==> src/rtl/ptpg_pkg.sv <==
// ----------------------------------------------------------------------------
// ptpg_pkg: shared types and constants of the texture pixel generator
// Coordinate and fraction widths, pattern codes, register indexes and the
// sky colour table in Q8.16.
// ----------------------------------------------------------------------------
package ptpg_pkg;

  localparam int MAX_SIDE   = 4096;
  localparam int TILE_SIZE  = 8;
  localparam int COORD_W    = $clog2(MAX_SIDE);
  localparam int TILE_SHIFT = $clog2(TILE_SIZE);

  localparam int HEIGHT_W  = 13;
  localparam int PAT_W     = 2;
  localparam int CFG_IDX_W = 2;
  localparam int CHAN_W    = 8;

  localparam int FRAC_W = 16;
  localparam int ONE_Q  = 1 << FRAC_W;

  // row divider
  localparam int QUO_W = FRAC_W + 2;
  localparam int NUM_W = COORD_W + QUO_W;
  localparam int DIV_W = NUM_W + 1;
  localparam int T_W   = FRAC_W + 2;

  // square root and blend
  localparam int W_W        = FRAC_W + 1;
  localparam int ROOT_STEPS = FRAC_W + 1;
  localparam int RAD_W      = 2 * FRAC_W + 1;
  localparam int RES_W      = RAD_W + 1;
  localparam int COLOR_W    = 24;
  localparam int PROD_W     = COLOR_W + W_W;
  localparam int SUM_W      = PROD_W + 1;

  localparam logic [CFG_IDX_W-1:0] CFG_PATTERN = 2'd0;
  localparam logic [CFG_IDX_W-1:0] CFG_HEIGHT  = 2'd1;

  localparam logic [HEIGHT_W-1:0] HEIGHT_RESET = 13'd8;

  typedef enum logic [PAT_W-1:0] {
    PAT_CHECKER = 2'd0,
    PAT_WHITE   = 2'd1,
    PAT_NORMAL  = 2'd2,
    PAT_SKY     = 2'd3
  } pattern_e;

  typedef struct packed {
    logic valid;
    logic odd;
  } side_t;

  typedef struct packed {
    logic [CHAN_W-1:0] red;
    logic [CHAN_W-1:0] green;
    logic [CHAN_W-1:0] blue;
  } pix_t;

  localparam logic [COLOR_W-1:0] ZENITH_Q [3] = '{24'd13369344, 24'd12533760, 24'd14204928};
  localparam logic [COLOR_W-1:0] HORIZON_Q [3] = '{24'd13369344, 24'd9191424, 24'd6684672};
  localparam logic [COLOR_W-1:0] GROUND_Q [3] = '{24'd1671168, 24'd1504051, 24'd1336934};

endpackage

==> src/rtl/procedural_texture_pixel_generator_unit.sv <==
// ----------------------------------------------------------------------------
// procedural_texture_pixel_generator_unit: RGBA8 pattern pixel generator
// Each input item is a pixel coordinate (col_i, row_i); each output item is
// its colour. Alpha is always 255.
//
// Input channel: in_valid_i / in_stall_o, accepted when valid and not stall.
// Output channel: out_valid_o / out_stall_i, taken when valid and not stall.
// Config channel: cfg_valid_i / cfg_ready_o with cfg_index_i and cfg_data_i;
// index 0 selects the pattern, index 1 the image height, others are ignored.
// Ready is always high; write only while no item is in flight.
//
// Items pass through the row divider (one quotient bit per stage), the
// square root (one root step per stage), the blend registers and the output
// register. Throughput is one item per cycle while in_stall_o is low.
// A stalled result sits in the output register and one more in a skid
// register; the pipeline freezes and in_stall_o rises only once both are
// full. Reset empties the pipeline and sets pattern 0 and height 8.
// ----------------------------------------------------------------------------
module procedural_texture_pixel_generator_unit (
  input  logic                                  clk_i,
  input  logic                                  rst_ni,
  input  logic                                  in_valid_i,
  output logic                                  in_stall_o,
  input  logic [ptpg_pkg::COORD_W-1:0]          col_i,
  input  logic [ptpg_pkg::COORD_W-1:0]          row_i,
  output logic                                  out_valid_o,
  input  logic                                  out_stall_i,
  output logic [ptpg_pkg::CHAN_W-1:0]           red_o,
  output logic [ptpg_pkg::CHAN_W-1:0]           green_o,
  output logic [ptpg_pkg::CHAN_W-1:0]           blue_o,
  output logic [ptpg_pkg::CHAN_W-1:0]           alpha_o,
  input  logic                                  cfg_valid_i,
  output logic                                  cfg_ready_o,
  input  logic [ptpg_pkg::CFG_IDX_W-1:0]        cfg_index_i,
  input  logic [ptpg_pkg::HEIGHT_W-1:0]         cfg_data_i
);

  logic [ptpg_pkg::PAT_W-1:0]          pattern_q;
  logic [ptpg_pkg::HEIGHT_W-1:0]       height_q;

  logic                                en;
  ptpg_pkg::side_t                     side_in;
  logic [ptpg_pkg::COORD_W-1:0]        col_tile;
  logic [ptpg_pkg::COORD_W-1:0]        row_tile;

  ptpg_pkg::side_t                     div_side;
  logic signed [ptpg_pkg::T_W-1:0]     div_t;
  ptpg_pkg::side_t                     root_side;
  logic [ptpg_pkg::W_W-1:0]            root_w;
  logic                                root_zen;

  logic [ptpg_pkg::W_W-1:0]            inv_w;
  ptpg_pkg::side_t                     mul_side_q;
  logic [ptpg_pkg::PROD_W-1:0]         ph_q [3];
  logic [ptpg_pkg::PROD_W-1:0]         pt_q [3];
  ptpg_pkg::side_t                     chan_side_q;
  logic [ptpg_pkg::CHAN_W-1:0]         chan_d [3];
  logic [ptpg_pkg::CHAN_W-1:0]         chan_q [3];

  logic                                push;
  logic                                take;
  ptpg_pkg::pix_t                      push_pix;
  logic                                out_valid_d;
  logic                                out_valid_q;
  logic                                skid_valid_d;
  logic                                skid_valid_q;
  ptpg_pkg::pix_t                      out_pix_q;
  ptpg_pkg::pix_t                      skid_pix_q;

  // configuration registers
  assign cfg_ready_o = 1'b1;

  always_ff @(posedge clk_i or negedge rst_ni) begin
    if (!rst_ni) begin
      pattern_q <= ptpg_pkg::PAT_W'(ptpg_pkg::PAT_CHECKER);
      height_q  <= ptpg_pkg::HEIGHT_RESET;
    end else if (cfg_valid_i) begin
      if (cfg_index_i == ptpg_pkg::CFG_PATTERN) begin
        pattern_q <= cfg_data_i[ptpg_pkg::PAT_W-1:0];
      end else if (cfg_index_i == ptpg_pkg::CFG_HEIGHT) begin
        height_q <= cfg_data_i;
      end
    end
  end

  // pipeline moves while the skid register is free
  assign en         = !skid_valid_q;
  assign in_stall_o = skid_valid_q;

  assign col_tile      = col_i >> ptpg_pkg::TILE_SHIFT;
  assign row_tile      = row_i >> ptpg_pkg::TILE_SHIFT;
  assign side_in.valid = in_valid_i;
  assign side_in.odd   = col_tile[0] ^ row_tile[0];

  ptpg_tdiv u_tdiv (
    .clk_i    (clk_i),
    .rst_ni   (rst_ni),
    .en_i     (en),
    .side_i   (side_in),
    .row_i    (row_i),
    .height_i (height_q),
    .side_o   (div_side),
    .t_o      (div_t)
  );

  ptpg_wsqrt u_wsqrt (
    .clk_i  (clk_i),
    .rst_ni (rst_ni),
    .en_i   (en),
    .side_i (div_side),
    .t_i    (div_t),
    .side_o (root_side),
    .w_o    (root_w),
    .zen_o  (root_zen)
  );

  // blend: products, then round and saturate
  assign inv_w = ptpg_pkg::W_W'(ptpg_pkg::ONE_Q) - root_w;

  always_ff @(posedge clk_i or negedge rst_ni) begin
    if (!rst_ni) begin
      mul_side_q  <= '0;
      chan_side_q <= '0;
    end else if (en) begin
      mul_side_q  <= root_side;
      chan_side_q <= mul_side_q;
    end
  end

  for (genvar c = 0; c < 3; c++) begin : g_chan
    logic [ptpg_pkg::SUM_W-1:0]                 sum;
    logic [ptpg_pkg::SUM_W-ptpg_pkg::FRAC_W:0]  rnd;
    logic [ptpg_pkg::SUM_W-ptpg_pkg::FRAC_W:0]  whole;

    assign sum   = {1'b0, ph_q[c]} + {1'b0, pt_q[c]};
    assign rnd   = (ptpg_pkg::SUM_W - ptpg_pkg::FRAC_W + 1)'(sum >> ptpg_pkg::FRAC_W)
                 + (ptpg_pkg::SUM_W - ptpg_pkg::FRAC_W + 1)'(ptpg_pkg::ONE_Q / 2);
    assign whole = rnd >> ptpg_pkg::FRAC_W;
    assign chan_d[c] = (whole > (ptpg_pkg::SUM_W - ptpg_pkg::FRAC_W + 1)'(255))
                     ? {ptpg_pkg::CHAN_W{1'b1}} : whole[ptpg_pkg::CHAN_W-1:0];

    always_ff @(posedge clk_i) begin
      if (en) begin
        ph_q[c] <= ptpg_pkg::PROD_W'(ptpg_pkg::HORIZON_Q[c]) * ptpg_pkg::PROD_W'(inv_w);
        if (root_zen) begin
          pt_q[c] <= ptpg_pkg::PROD_W'(ptpg_pkg::ZENITH_Q[c]) * ptpg_pkg::PROD_W'(root_w);
        end else begin
          pt_q[c] <= ptpg_pkg::PROD_W'(ptpg_pkg::GROUND_Q[c]) * ptpg_pkg::PROD_W'(root_w);
        end
        chan_q[c] <= chan_d[c];
      end
    end
  end

  // pattern select
  always_comb begin
    unique case (ptpg_pkg::pattern_e'(pattern_q))
      ptpg_pkg::PAT_CHECKER: begin
        push_pix.red   = 8'hFF;
        push_pix.green = chan_side_q.odd ? 8'hFF : 8'h00;
        push_pix.blue  = 8'hFF;
      end
      ptpg_pkg::PAT_WHITE: begin
        push_pix.red   = 8'hFF;
        push_pix.green = 8'hFF;
        push_pix.blue  = 8'hFF;
      end
      ptpg_pkg::PAT_NORMAL: begin
        push_pix.red   = 8'h80;
        push_pix.green = 8'h80;
        push_pix.blue  = 8'hFF;
      end
      ptpg_pkg::PAT_SKY: begin
        push_pix.red   = chan_q[0];
        push_pix.green = chan_q[1];
        push_pix.blue  = chan_q[2];
      end
      default: begin
        push_pix = '0;
      end
    endcase
  end

  // output register plus skid
  assign push = en && chan_side_q.valid;
  assign take = out_valid_q && !out_stall_i;

  always_comb begin
    out_valid_d  = out_valid_q;
    skid_valid_d = skid_valid_q;
    if (!out_valid_q || take) begin
      out_valid_d  = skid_valid_q || push;
      skid_valid_d = 1'b0;
    end else if (push) begin
      skid_valid_d = 1'b1;
    end
  end

  always_ff @(posedge clk_i or negedge rst_ni) begin
    if (!rst_ni) begin
      out_valid_q  <= 1'b0;
      skid_valid_q <= 1'b0;
    end else begin
      out_valid_q  <= out_valid_d;
      skid_valid_q <= skid_valid_d;
    end
  end

  always_ff @(posedge clk_i) begin
    if (!out_valid_q || take) begin
      out_pix_q <= skid_valid_q ? skid_pix_q : push_pix;
    end else if (push) begin
      skid_pix_q <= push_pix;
    end
  end

  assign out_valid_o = out_valid_q;
  assign red_o       = out_pix_q.red;
  assign green_o     = out_pix_q.green;
  assign blue_o      = out_pix_q.blue;
  assign alpha_o     = {ptpg_pkg::CHAN_W{1'b1}};

endmodule

==> src/rtl/ptpg_tdiv.sv <==
// ----------------------------------------------------------------------------
// ptpg_tdiv: pipelined row-to-gradient divider
// Forms t = round(2*row/(height-1)) - 1 in signed Q1.16, one quotient bit per
// stage, saturated at +1 and forced to -1 for a single-row image.
// ----------------------------------------------------------------------------
module ptpg_tdiv (
  input  logic                                 clk_i,
  input  logic                                 rst_ni,
  input  logic                                 en_i,
  input  ptpg_pkg::side_t                      side_i,
  input  logic [ptpg_pkg::COORD_W-1:0]         row_i,
  input  logic [ptpg_pkg::HEIGHT_W-1:0]        height_i,
  output ptpg_pkg::side_t                      side_o,
  output logic signed [ptpg_pkg::T_W-1:0]      t_o
);

  localparam int NS = ptpg_pkg::QUO_W + 1;

  logic                                one_row;
  logic [ptpg_pkg::HEIGHT_W-1:0]       div_d;
  logic [ptpg_pkg::NUM_W-1:0]          num_d;
  logic                                sat_d;

  ptpg_pkg::side_t                     side_q [NS];
  logic [ptpg_pkg::NUM_W-1:0]          rem_q  [NS];
  logic [ptpg_pkg::QUO_W-1:0]          quo_q  [NS];
  logic                                sat_q  [NS];

  ptpg_pkg::side_t                     out_side_q;
  logic [ptpg_pkg::QUO_W-1:0]          quo_lim;
  logic signed [ptpg_pkg::T_W-1:0]     t_d;
  logic signed [ptpg_pkg::T_W-1:0]     t_q;

  assign one_row = (height_i <= ptpg_pkg::HEIGHT_W'(1));
  assign div_d   = height_i - ptpg_pkg::HEIGHT_W'(1);

  // numerator 2*row*one plus half the divisor for rounding
  assign num_d = ptpg_pkg::NUM_W'({row_i, {(ptpg_pkg::FRAC_W + 1){1'b0}}})
               + ptpg_pkg::NUM_W'(div_d >> 1);
  assign sat_d = ptpg_pkg::HEIGHT_W'(num_d >> ptpg_pkg::QUO_W) >= div_d;

  always_ff @(posedge clk_i or negedge rst_ni) begin
    if (!rst_ni) begin
      side_q[0] <= '0;
    end else if (en_i) begin
      side_q[0] <= side_i;
    end
  end

  always_ff @(posedge clk_i) begin
    if (en_i) begin
      rem_q[0] <= num_d;
      quo_q[0] <= '0;
      sat_q[0] <= sat_d;
    end
  end

  for (genvar i = 1; i < NS; i++) begin : g_bit
    localparam int K = ptpg_pkg::QUO_W - i;
    logic [ptpg_pkg::DIV_W-1:0] divisor;
    logic                       take;

    assign divisor = ptpg_pkg::DIV_W'(div_d) << K;
    assign take    = !sat_q[i-1] && ({1'b0, rem_q[i-1]} >= divisor);

    always_ff @(posedge clk_i or negedge rst_ni) begin
      if (!rst_ni) begin
        side_q[i] <= '0;
      end else if (en_i) begin
        side_q[i] <= side_q[i-1];
      end
    end

    always_ff @(posedge clk_i) begin
      if (en_i) begin
        sat_q[i] <= sat_q[i-1];
        if (take) begin
          rem_q[i] <= rem_q[i-1] - ptpg_pkg::NUM_W'(divisor);
        end else begin
          rem_q[i] <= rem_q[i-1];
        end
        quo_q[i] <= quo_q[i-1] | (ptpg_pkg::QUO_W'(take) << K);
      end
    end
  end

  // clamp t at +1, or force t to -1 for a single-row image
  always_comb begin
    if (sat_q[NS-1] || (quo_q[NS-1] > ptpg_pkg::QUO_W'(2 * ptpg_pkg::ONE_Q))) begin
      quo_lim = ptpg_pkg::QUO_W'(2 * ptpg_pkg::ONE_Q);
    end else begin
      quo_lim = quo_q[NS-1];
    end
    if (one_row) begin
      t_d = ptpg_pkg::T_W'(-ptpg_pkg::ONE_Q);
    end else begin
      t_d = ptpg_pkg::T_W'(quo_lim) - ptpg_pkg::T_W'(ptpg_pkg::ONE_Q);
    end
  end

  always_ff @(posedge clk_i or negedge rst_ni) begin
    if (!rst_ni) begin
      out_side_q <= '0;
    end else if (en_i) begin
      out_side_q <= side_q[NS-1];
    end
  end

  always_ff @(posedge clk_i) begin
    if (en_i) begin
      t_q <= t_d;
    end
  end

  assign side_o = out_side_q;
  assign t_o    = t_q;

endmodule

==> src/rtl/ptpg_wsqrt.sv <==
// ----------------------------------------------------------------------------
// ptpg_wsqrt: pipelined blend weight unit
// Above the horizon the weight is the floor square root of -t in Q1.16, one
// root step per stage; below it the weight is min(2t, 1).
// ----------------------------------------------------------------------------
module ptpg_wsqrt (
  input  logic                                 clk_i,
  input  logic                                 rst_ni,
  input  logic                                 en_i,
  input  ptpg_pkg::side_t                      side_i,
  input  logic signed [ptpg_pkg::T_W-1:0]      t_i,
  output ptpg_pkg::side_t                      side_o,
  output logic [ptpg_pkg::W_W-1:0]             w_o,
  output logic                                 zen_o
);

  localparam int NS = ptpg_pkg::ROOT_STEPS + 1;

  logic                                nonpos;
  logic [ptpg_pkg::T_W-1:0]            mag;
  logic [ptpg_pkg::T_W-1:0]            dbl;
  logic [ptpg_pkg::W_W-1:0]            wpos_d;

  ptpg_pkg::side_t                     side_q [NS];
  logic [ptpg_pkg::RAD_W-1:0]          rad_q  [NS];
  logic [ptpg_pkg::RES_W-1:0]          res_q  [NS];
  logic                                zen_q  [NS];
  logic [ptpg_pkg::W_W-1:0]            wpos_q [NS];

  ptpg_pkg::side_t                     out_side_q;
  logic [ptpg_pkg::W_W-1:0]            w_d;
  logic [ptpg_pkg::W_W-1:0]            w_q;
  logic                                out_zen_q;

  assign nonpos = t_i[ptpg_pkg::T_W-1] || (t_i == '0);
  assign mag    = nonpos ? ptpg_pkg::T_W'(-t_i) : ptpg_pkg::T_W'(t_i);
  assign dbl    = {mag[ptpg_pkg::T_W-2:0], 1'b0};
  assign wpos_d = (dbl > ptpg_pkg::T_W'(ptpg_pkg::ONE_Q))
                ? ptpg_pkg::W_W'(ptpg_pkg::ONE_Q) : dbl[ptpg_pkg::W_W-1:0];

  always_ff @(posedge clk_i or negedge rst_ni) begin
    if (!rst_ni) begin
      side_q[0] <= '0;
    end else if (en_i) begin
      side_q[0] <= side_i;
    end
  end

  always_ff @(posedge clk_i) begin
    if (en_i) begin
      rad_q[0]  <= ptpg_pkg::RAD_W'({mag[ptpg_pkg::W_W-1:0], {ptpg_pkg::FRAC_W{1'b0}}});
      res_q[0]  <= '0;
      zen_q[0]  <= nonpos;
      wpos_q[0] <= wpos_d;
    end
  end

  for (genvar j = 1; j < NS; j++) begin : g_root
    localparam int SH = 2 * (ptpg_pkg::ROOT_STEPS - j);
    logic [ptpg_pkg::RES_W-1:0] bitv;
    logic [ptpg_pkg::RES_W:0]   trial;
    logic                       take;

    assign bitv  = ptpg_pkg::RES_W'(1) << SH;
    assign trial = {1'b0, res_q[j-1]} + {1'b0, bitv};
    assign take  = (ptpg_pkg::RES_W'(rad_q[j-1]) >= ptpg_pkg::RES_W'(trial))
                && !trial[ptpg_pkg::RES_W] && (trial[ptpg_pkg::RES_W-1:ptpg_pkg::RAD_W] == '0);

    always_ff @(posedge clk_i or negedge rst_ni) begin
      if (!rst_ni) begin
        side_q[j] <= '0;
      end else if (en_i) begin
        side_q[j] <= side_q[j-1];
      end
    end

    always_ff @(posedge clk_i) begin
      if (en_i) begin
        zen_q[j]  <= zen_q[j-1];
        wpos_q[j] <= wpos_q[j-1];
        if (take) begin
          rad_q[j] <= rad_q[j-1] - ptpg_pkg::RAD_W'(trial);
          res_q[j] <= (res_q[j-1] >> 1) + bitv;
        end else begin
          rad_q[j] <= rad_q[j-1];
          res_q[j] <= res_q[j-1] >> 1;
        end
      end
    end
  end

  always_comb begin
    if (!zen_q[NS-1]) begin
      w_d = wpos_q[NS-1];
    end else if (res_q[NS-1] > ptpg_pkg::RES_W'(ptpg_pkg::ONE_Q)) begin
      w_d = ptpg_pkg::W_W'(ptpg_pkg::ONE_Q);
    end else begin
      w_d = res_q[NS-1][ptpg_pkg::W_W-1:0];
    end
  end

  always_ff @(posedge clk_i or negedge rst_ni) begin
    if (!rst_ni) begin
      out_side_q <= '0;
    end else if (en_i) begin
      out_side_q <= side_q[NS-1];
    end
  end

  always_ff @(posedge clk_i) begin
    if (en_i) begin
      w_q       <= w_d;
      out_zen_q <= zen_q[NS-1];
    end
  end

  assign side_o = out_side_q;
  assign w_o    = w_q;
  assign zen_o  = out_zen_q;

endmodule
==> config.mk <==
export PLATFORM = sky130hd
export DESIGN_NAME = procedural_texture_pixel_generator_unit
export DESIGN_NICKNAME = d
export VERILOG_FILES = /design/src/rtl/ptpg_pkg.sv /design/src/rtl/procedural_texture_pixel_generator_unit.sv /design/src/rtl/ptpg_tdiv.sv /design/src/rtl/ptpg_wsqrt.sv
export SDC_FILE = /design/constraint.sdc
export NUM_CORES = 2
export LEC_CHECK = 0
export BUFFER_PORTS_ARGS = -buffer_cell sky130_fd_sc_hd__buf_2
export CORE_UTILIZATION = 55
export CTS_CLUSTER_DIAMETER = 30
export DETAILED_ROUTE_END_ITERATION = 8
export PLACE_DENSITY = 0.76
export SLEW_MARGIN = 20
export SYNTH_ARGS = -nofsm -noshare
export SYNTH_HDL_FRONTEND = slang
export SYNTH_SLANG_ARGS = --single-unit
export TNS_END_PERCENT = 10
==> constraint.sdc <==
create_clock -name clk_i -period 40 [get_ports clk_i]
set_input_delay 6 -clock clk_i [delete_from_list [all_inputs] [get_ports clk_i]]
set_output_delay 6 -clock clk_i [all_outputs]
set_load 0.05 [all_outputs]
Word-level counts from Yosys, hierarchy flattened --
Memory sizes are Yosys's and may differ from the RTL's. Cells that the tools add are included.
Operators by class: $mul 9, reduce and logical (&&, ||, !) cells 103, magnitude comparators 43, eq/ne operators 4, bitwise operators 93, add/subtract/negate cells 80, multiplexer cells 285
Operator list (number):
- $ge 33x34->1 | 17
- $mux 34 | 17
- $mux 33 | 17
- $sub 33x33->33 | 17
- $mux 30 | 18
- $mux 1 | 219
- $add 41x41->42 | 3
- $mux 41 | 3
- $pmux 24 s4 | 1
- $mul 6x17->23 const A | 4
- $add 26x16->27 const B | 3
- $mul 10x17->27 const A | 3
- $mux 17 | 4
- $or 1x1->1 | 55
- $logic_and 1x1->1 | 54
- $logic_not 1->1 | 38
- $mul 21x17->38 const A | 1
- $mul 20x17->37 const A | 1
- $add 34x1->35 const B | 1
- $add 34x11->35 const B | 1
- $add 34x13->35 const B | 1
- $add 34x15->35 const B | 1
- $add 34x17->35 const B | 1
- $add 34x19->35 const B | 1
- other kinds (106) | 136
Word-level totals: bits in registers 183, input port bits 44, memory bits (writable) 2689, output and inout bits 35, memories 10, logic and storage cells 722
Memories:
- u_wsqrt.res_q | words 18, width 34, rd ports 18, clocked after memory_dff 0, write ports 18, RTL line ptpg_wsqrt.sv:26 | logic [ptpg_pkg::RES_W-1:0] res_q [NS];
- u_wsqrt.rad_q | words 18, width 33, rd ports 17, clocked after memory_dff 0, write ports 18, RTL line ptpg_wsqrt.sv:25 | logic [ptpg_pkg::RAD_W-1:0] rad_q [NS];
- u_tdiv.rem_q | words 19, width 30, rd ports 18, clocked after memory_dff 0, write ports 19, RTL line ptpg_tdiv.sv:25 | logic [ptpg_pkg::NUM_W-1:0] rem_q [NS];
- u_tdiv.quo_q | words 19, width 18, rd ports 19, clocked after memory_dff 0, write ports 19, RTL line ptpg_tdiv.sv:26 | logic [ptpg_pkg::QUO_W-1:0] quo_q [NS];
- u_wsqrt.wpos_q | words 18, width 17, rd ports 18, clocked after memory_dff 0, write ports 18, RTL line ptpg_wsqrt.sv:28 | logic [ptpg_pkg::W_W-1:0] wpos_q [NS];
- pt_q | words 3, width 41, rd ports 3, clocked after memory_dff 0, write ports 3, RTL line procedural_texture_pixel_generator_unit.sv:55 | logic [ptpg_pkg::PROD_W-1:0] pt_q [3];
- 4 more memories

Longest topological paths before layout --
An unclocked memory read counts as a cell.
word-level depth 9, mapped depth 25, gate-level depth less buffers 25

Modules after synthesis --
From an unflattened synthesis, not the netlist that was laid out.
Unflattened totals: cells, all modules 9131, area total of the unflattened synthesis 109376.2 um2
Modules (own cells, without submodules):
- ptpg_tdiv | seq. area each 22831.9 um2, times used 1, area each 40945.5 um2, cells each 3444
- ptpg_wsqrt | seq. area each 25394.4 um2, times used 1, area each 36961.7 um2, cells each 2620
- procedural_texture_pixel_generator_unit | seq. area each 6352.3 um2, times used 1, area each 31468.9 um2, cells each 3067

Worst setup path before layout --
OpenSTA, ideal clock, no wires.
path type register to register, from register skid_valid_q, in the netlist in_stall_o, to register out_pix_q, in the netlist red_o[0] (data pin), path buffers 4, path slack 18312 ps, data required time 39741 ps, arrival 21429 ps, cell stages (with the launch flop) 7, library setup time 259 ps, period minus slack after synthesis 21688 ps, path through dfrtp_1 clkbuf_1 inv_1 clkbuf_1 clkbuf_1 buf_1 mux2_2
On the way: cells in the longest elaborated chain, start to end 1
Ends and longest elaborated chain:
- from (decl) | RTL line procedural_texture_pixel_generator_unit.sv:66 | logic skid_valid_q;
- from (signal assigned) | RTL line procedural_texture_pixel_generator_unit.sv:205 | skid_valid_q <= skid_valid_d;
- $mux 24 | RTL line procedural_texture_pixel_generator_unit.sv:211 | out_pix_q <= skid_valid_q ? skid_pix_q : push_pix;
- to (signal assigned) | RTL line procedural_texture_pixel_generator_unit.sv:211
- to (decl) | RTL line procedural_texture_pixel_generator_unit.sv:67 | ptpg_pkg::pix_t out_pix_q;
No other way between the ends. A chain may end at the register's enable or synchronous reset.

==> results by group <==
Synth
  • Flops & latches, synth: 1835
  • Synthesized cell area: 0.106 mm2
  • Synth warnings: 0
  • Seq/Total Area, Yosys: 51.5%
  • Post-Synthesis Cells: 8620
  • Most instantiated cells after synthesis: edfxtp_1 (1733), inv_1 (1019), ha_1 (953)
  • Top_reg_cell synth: edfxtp_1
  • Fraction of registers with async set/reset: 5.40%
  • Most common cell in the netlist: edfxtp_1
  • Unique cell type count in the Yosys netlist: 99
  • Post-synth EDFFs: 1733
  • Share of the synthesized area in the top cell type: around half
  • Top cell type by total area after synthesis: edfxtp_1
  • Avg Cell Area, Syn: 12.3 um2
  • Top cells by area, synth: edfxtp_1 (49%), ha_1 (11%), fa_1 (7.4%), inv_1 (3.6%), xnor2_1 (3.3%)

Clock network
  • CTS tree: built
  • Clock transition at path regs: 50 ps
  • Root buffer cell: clkbuf_16
  • CTS Hold Bufs: 0
  • Bufs on Longest Clock Path: 4
  • Number of H-tree levels: 5
  • Post-CTS Setup Bufs: 0
  • CTS buffer count: 359
  • Clock sinks: 1835
  • Worst skew pair latency: 970 ps
  • PostCTS Resize Cnt: 0

Route
  • Post-route DRC violation count: 0
  • Routed len/inst: 20.0 um
  • Via-per-instance ratio: 5.74
  • Pre-Repair DR Iteration Count: 8
  • Via count: 67700
  • Post-DRT Antenna Nets: 0
  • Iter 0 DRT Violations: just under 5000
  • Drt total wl: 236 mm

Critical path
  • Maximum fanout along the worst path: 14
  • CP peak stage delay: 730 ps
  • Critical Path End: pt_q[2][37]$_DFFE_PP_
  • Crit-path cells: buf_4 -> inv_1 -> ha_1 -> inv_1 -> fa_1 -> fa_1 -> inv_1 -> fa_1 -> inv_1 -> fa_1 -> fa_1 -> inv_1 -> ha_1 -> o21ai_1 -> nand2b_1 -> nand3_1 -> o31ai_1 -> a41oi_1 -> o31ai_1 -> a21oi_1 -> a21oi_1 -> a21oi_1 -> xnor2_1 -> o22ai_1
  • Number of cells on the critical path: 24
  • R2R Setup Slk: about 31000 ps
  • Reg-to-reg startpoint: u_wsqrt.w_o[9]$_DFFE_PN_
  • Crit-path slowest cell: o31ai_1
  • Setup Crit Path Kind: flip-flop to flip-flop
  • Buf/Inv on CP: 6
  • FF-to-FF End: pt_q[2][37]$_DFFE_PP_
  • CP Launch Type: flip-flop
  • WP data required: 40620 ps
  • R2R cell count: 24
  • Critical Path Source: u_wsqrt.w_o[9]$_DFFE_PN_
  • CP top delay family: adder cells
  • Arrival @ worst endpoint: 9270 ps
  • CP Capture Type: flip-flop

Global routing
  • First-pass GRT wire length: 372 mm
  • Total track usage: 24.5%
  • Number of global-route vias before repair: roughly 70000
  • Initial antenna violation count: 6
  • Grt ovf: 0
  • Largest net degree at the start of global routing: 165

Timing
  • Worst clock skew: 66.4 ps
  • Final Max Slew Viols: 0
  • Tcrit/Tclk final: between 20 and 25%
  • Final Hold Vio Count: 0
  • Min cycle time layout: 8650 ps
  • Setup WS post-layout: ~31000 ps
  • Final setup vio count: 0
  • Max-Slew Margin vs Limit: a little under a quarter
  • RSZ-0062 raised after global routing: no
  • Worst Max-Slew Pin Slew: ~1100 ps
  • Setup TNS: 0 ps
  • FMAX: 116 MHz

Die
  • Area of the core: about 0.19 mm2
  • Die ar.: 0.194 mm2
  • Die H: ~440 um
  • Num rows: 160
  • Die width: 441 um
  • Starting Density: 55.5%
  • I/O Pins: 79

Cells and area
  • Layout Cells excl Fill: 11800
  • Final #Nets: just over 10000
  • Share of layout cells above drive strength 1: 10.5%
  • Fillers: 13800
  • Footprint of the multi-input gates: 0.0471 mm2
  • Area Overhead vs Synth: 14.6%
  • Final Core Density: 63.7%
  • Register area: 0.0546 mm2

Outcome
  • Status: finished clean

Hold path
  • Worst hold path type: flip-flop to flip-flop
  • Hold depth: 0
  • HP Start: u_wsqrt.wpos_q[6][12]$_DFFE_PN_

Placement
  • HPWL after detailed placement: 169 mm
  • DP Cell Count: about 11000
  • Pre-CTS setup slack: around 32000 ps
  • Gpl congestion: 0.931
  • Port Buffers: 58

Run
  • Number of max-cap violations: 0
## layout make-up
class,count,area share [%]
Antenna cell,1,0.00206
Clock buffer,402,7.75
Clock inverter,238,2.02
Inverter,1020,3.16
Multi-Input combinational cell,5648,38.8
Sequential cell,1835,44.9
Tap cell,2511,2.59
Timing Repair Buffer,135,0.754
## layer usage
metal	share of wire, %	wire, um	vias to the layer above	global-route usage [%]
li1	-	-	31800	-
met2	50	118000	2072	42.4
met5	0.010	24	-	0
met1	40	94500	33200	29.9
met4	4.3	10000	4	11.0
met3	5.7	13400	585	4.39
## worst reg2reg max path, cell delays in order, from the launching register on
cell and delay, ps:
edfxtp_1 330, buf_4 350, inv_1 270, ha_1 680
inv_1 270, fa_1 620, fa_1 530, inv_1 140
fa_1 580, inv_1 60, fa_1 500, fa_1 550
inv_1 40, ha_1 320, o21ai_1 70, nand2b_1 160
nand3_1 110, o31ai_1 630, a41oi_1 400, o31ai_1 730
a21oi_1 190, a21oi_1 350, a21oi_1 140, xnor2_1 230
o22ai_1 100
## kinds of logic (layout without fill, tap and decap cells)
| group | count (synthesis) | after routing | share of synthesized area [%] |
|---|---|---|---|
| and+or+nand+nor | 1837 | 1837 | 8.54 |
| buffers and inverters | 1145 | 1795 | 4.10 |
| adders and majority gates | 1347 | 1347 | 18.7 |
| xor gates and xnor gates | 700 | 700 | 5.79 |
| muxes | 213 | 213 | 2.24 |
| other | 1 | 10 | 0.00354 |
| DFF | 1835 | 1835 | 51.5 |
| AOI/OAI and AO/OA | 1542 | 1542 | 9.13 |
## how the worst min path moves through the flow
stage                                                 end  slack (ps)
after global placement     u_wsqrt.wpos_q[6][2]$_DFFE_PN_         400
after CTS                 u_wsqrt.wpos_q[2][14]$_DFFE_PN_         360
after detailed placement   u_tdiv.quo_q[10][10]$_DFFE_PN_         400
after global routing      u_wsqrt.wpos_q[2][14]$_DFFE_PN_         370
after floorplan            u_tdiv.quo_q[10][10]$_DFFE_PN_         400
final                     u_wsqrt.wpos_q[7][12]$_DFFE_PN_         370
## per-stage QoR
| step | cell area (um2) | hold slack, ps |
|---|---|---|
| after global routing | 121000 | 373 |
| after detailed placement | 110000 | 405 |
| after floorplan | 106000 | 400 |
| final | 121000 | 372 |
| after global placement | 110000 | 400 |
| after CTS | 121000 | 359 |
## cell usage in the layout, fill, tap and decap left out, types with 57 or more instances in the layout
master / count
edfxtp_1: 1733
inv_1: 1005
ha_1: 952
a21oi_1: 532
nor2_1: 511
nand2_1: 435
xnor2_1: 403
fa_1: 394
clkbuf_16: 370
xor2_1: 297
o21ai_0: 252
a21o_1: 169
nor3_1: 168
mux2_2: 167
nor4_1: 101
o21bai_1: 98
dfrtp_1: 97
nand3_1: 84
o21ai_1: 77
or3_1: 75
buf_4: 75
nand2b_1: 74
nor2b_1: 61
o21a_1: 60
nand4_1: 59
buf_2: 57
## registers in the layout, indices dropped and copies added (netlist names), 13 cells and up
register and cells:
chan_q 24, u_wsqrt.rad_q 338, skid_pix_q 24, u_tdiv.sat_q 19, u_wsqrt.wpos_q 288, pt_q 74
u_tdiv.t_o 18, u_wsqrt.w_o 17, height_q 13, u_tdiv.side_q 38, u_wsqrt.res_q 152, u_wsqrt.zen_q 18
u_tdiv.rem_q 519, ph_q 49, u_wsqrt.side_q 36, u_tdiv.quo_q 171
Power is not shown: default switching activity piles up to over one toggle a cycle in this logic, so the estimate is an artifact.
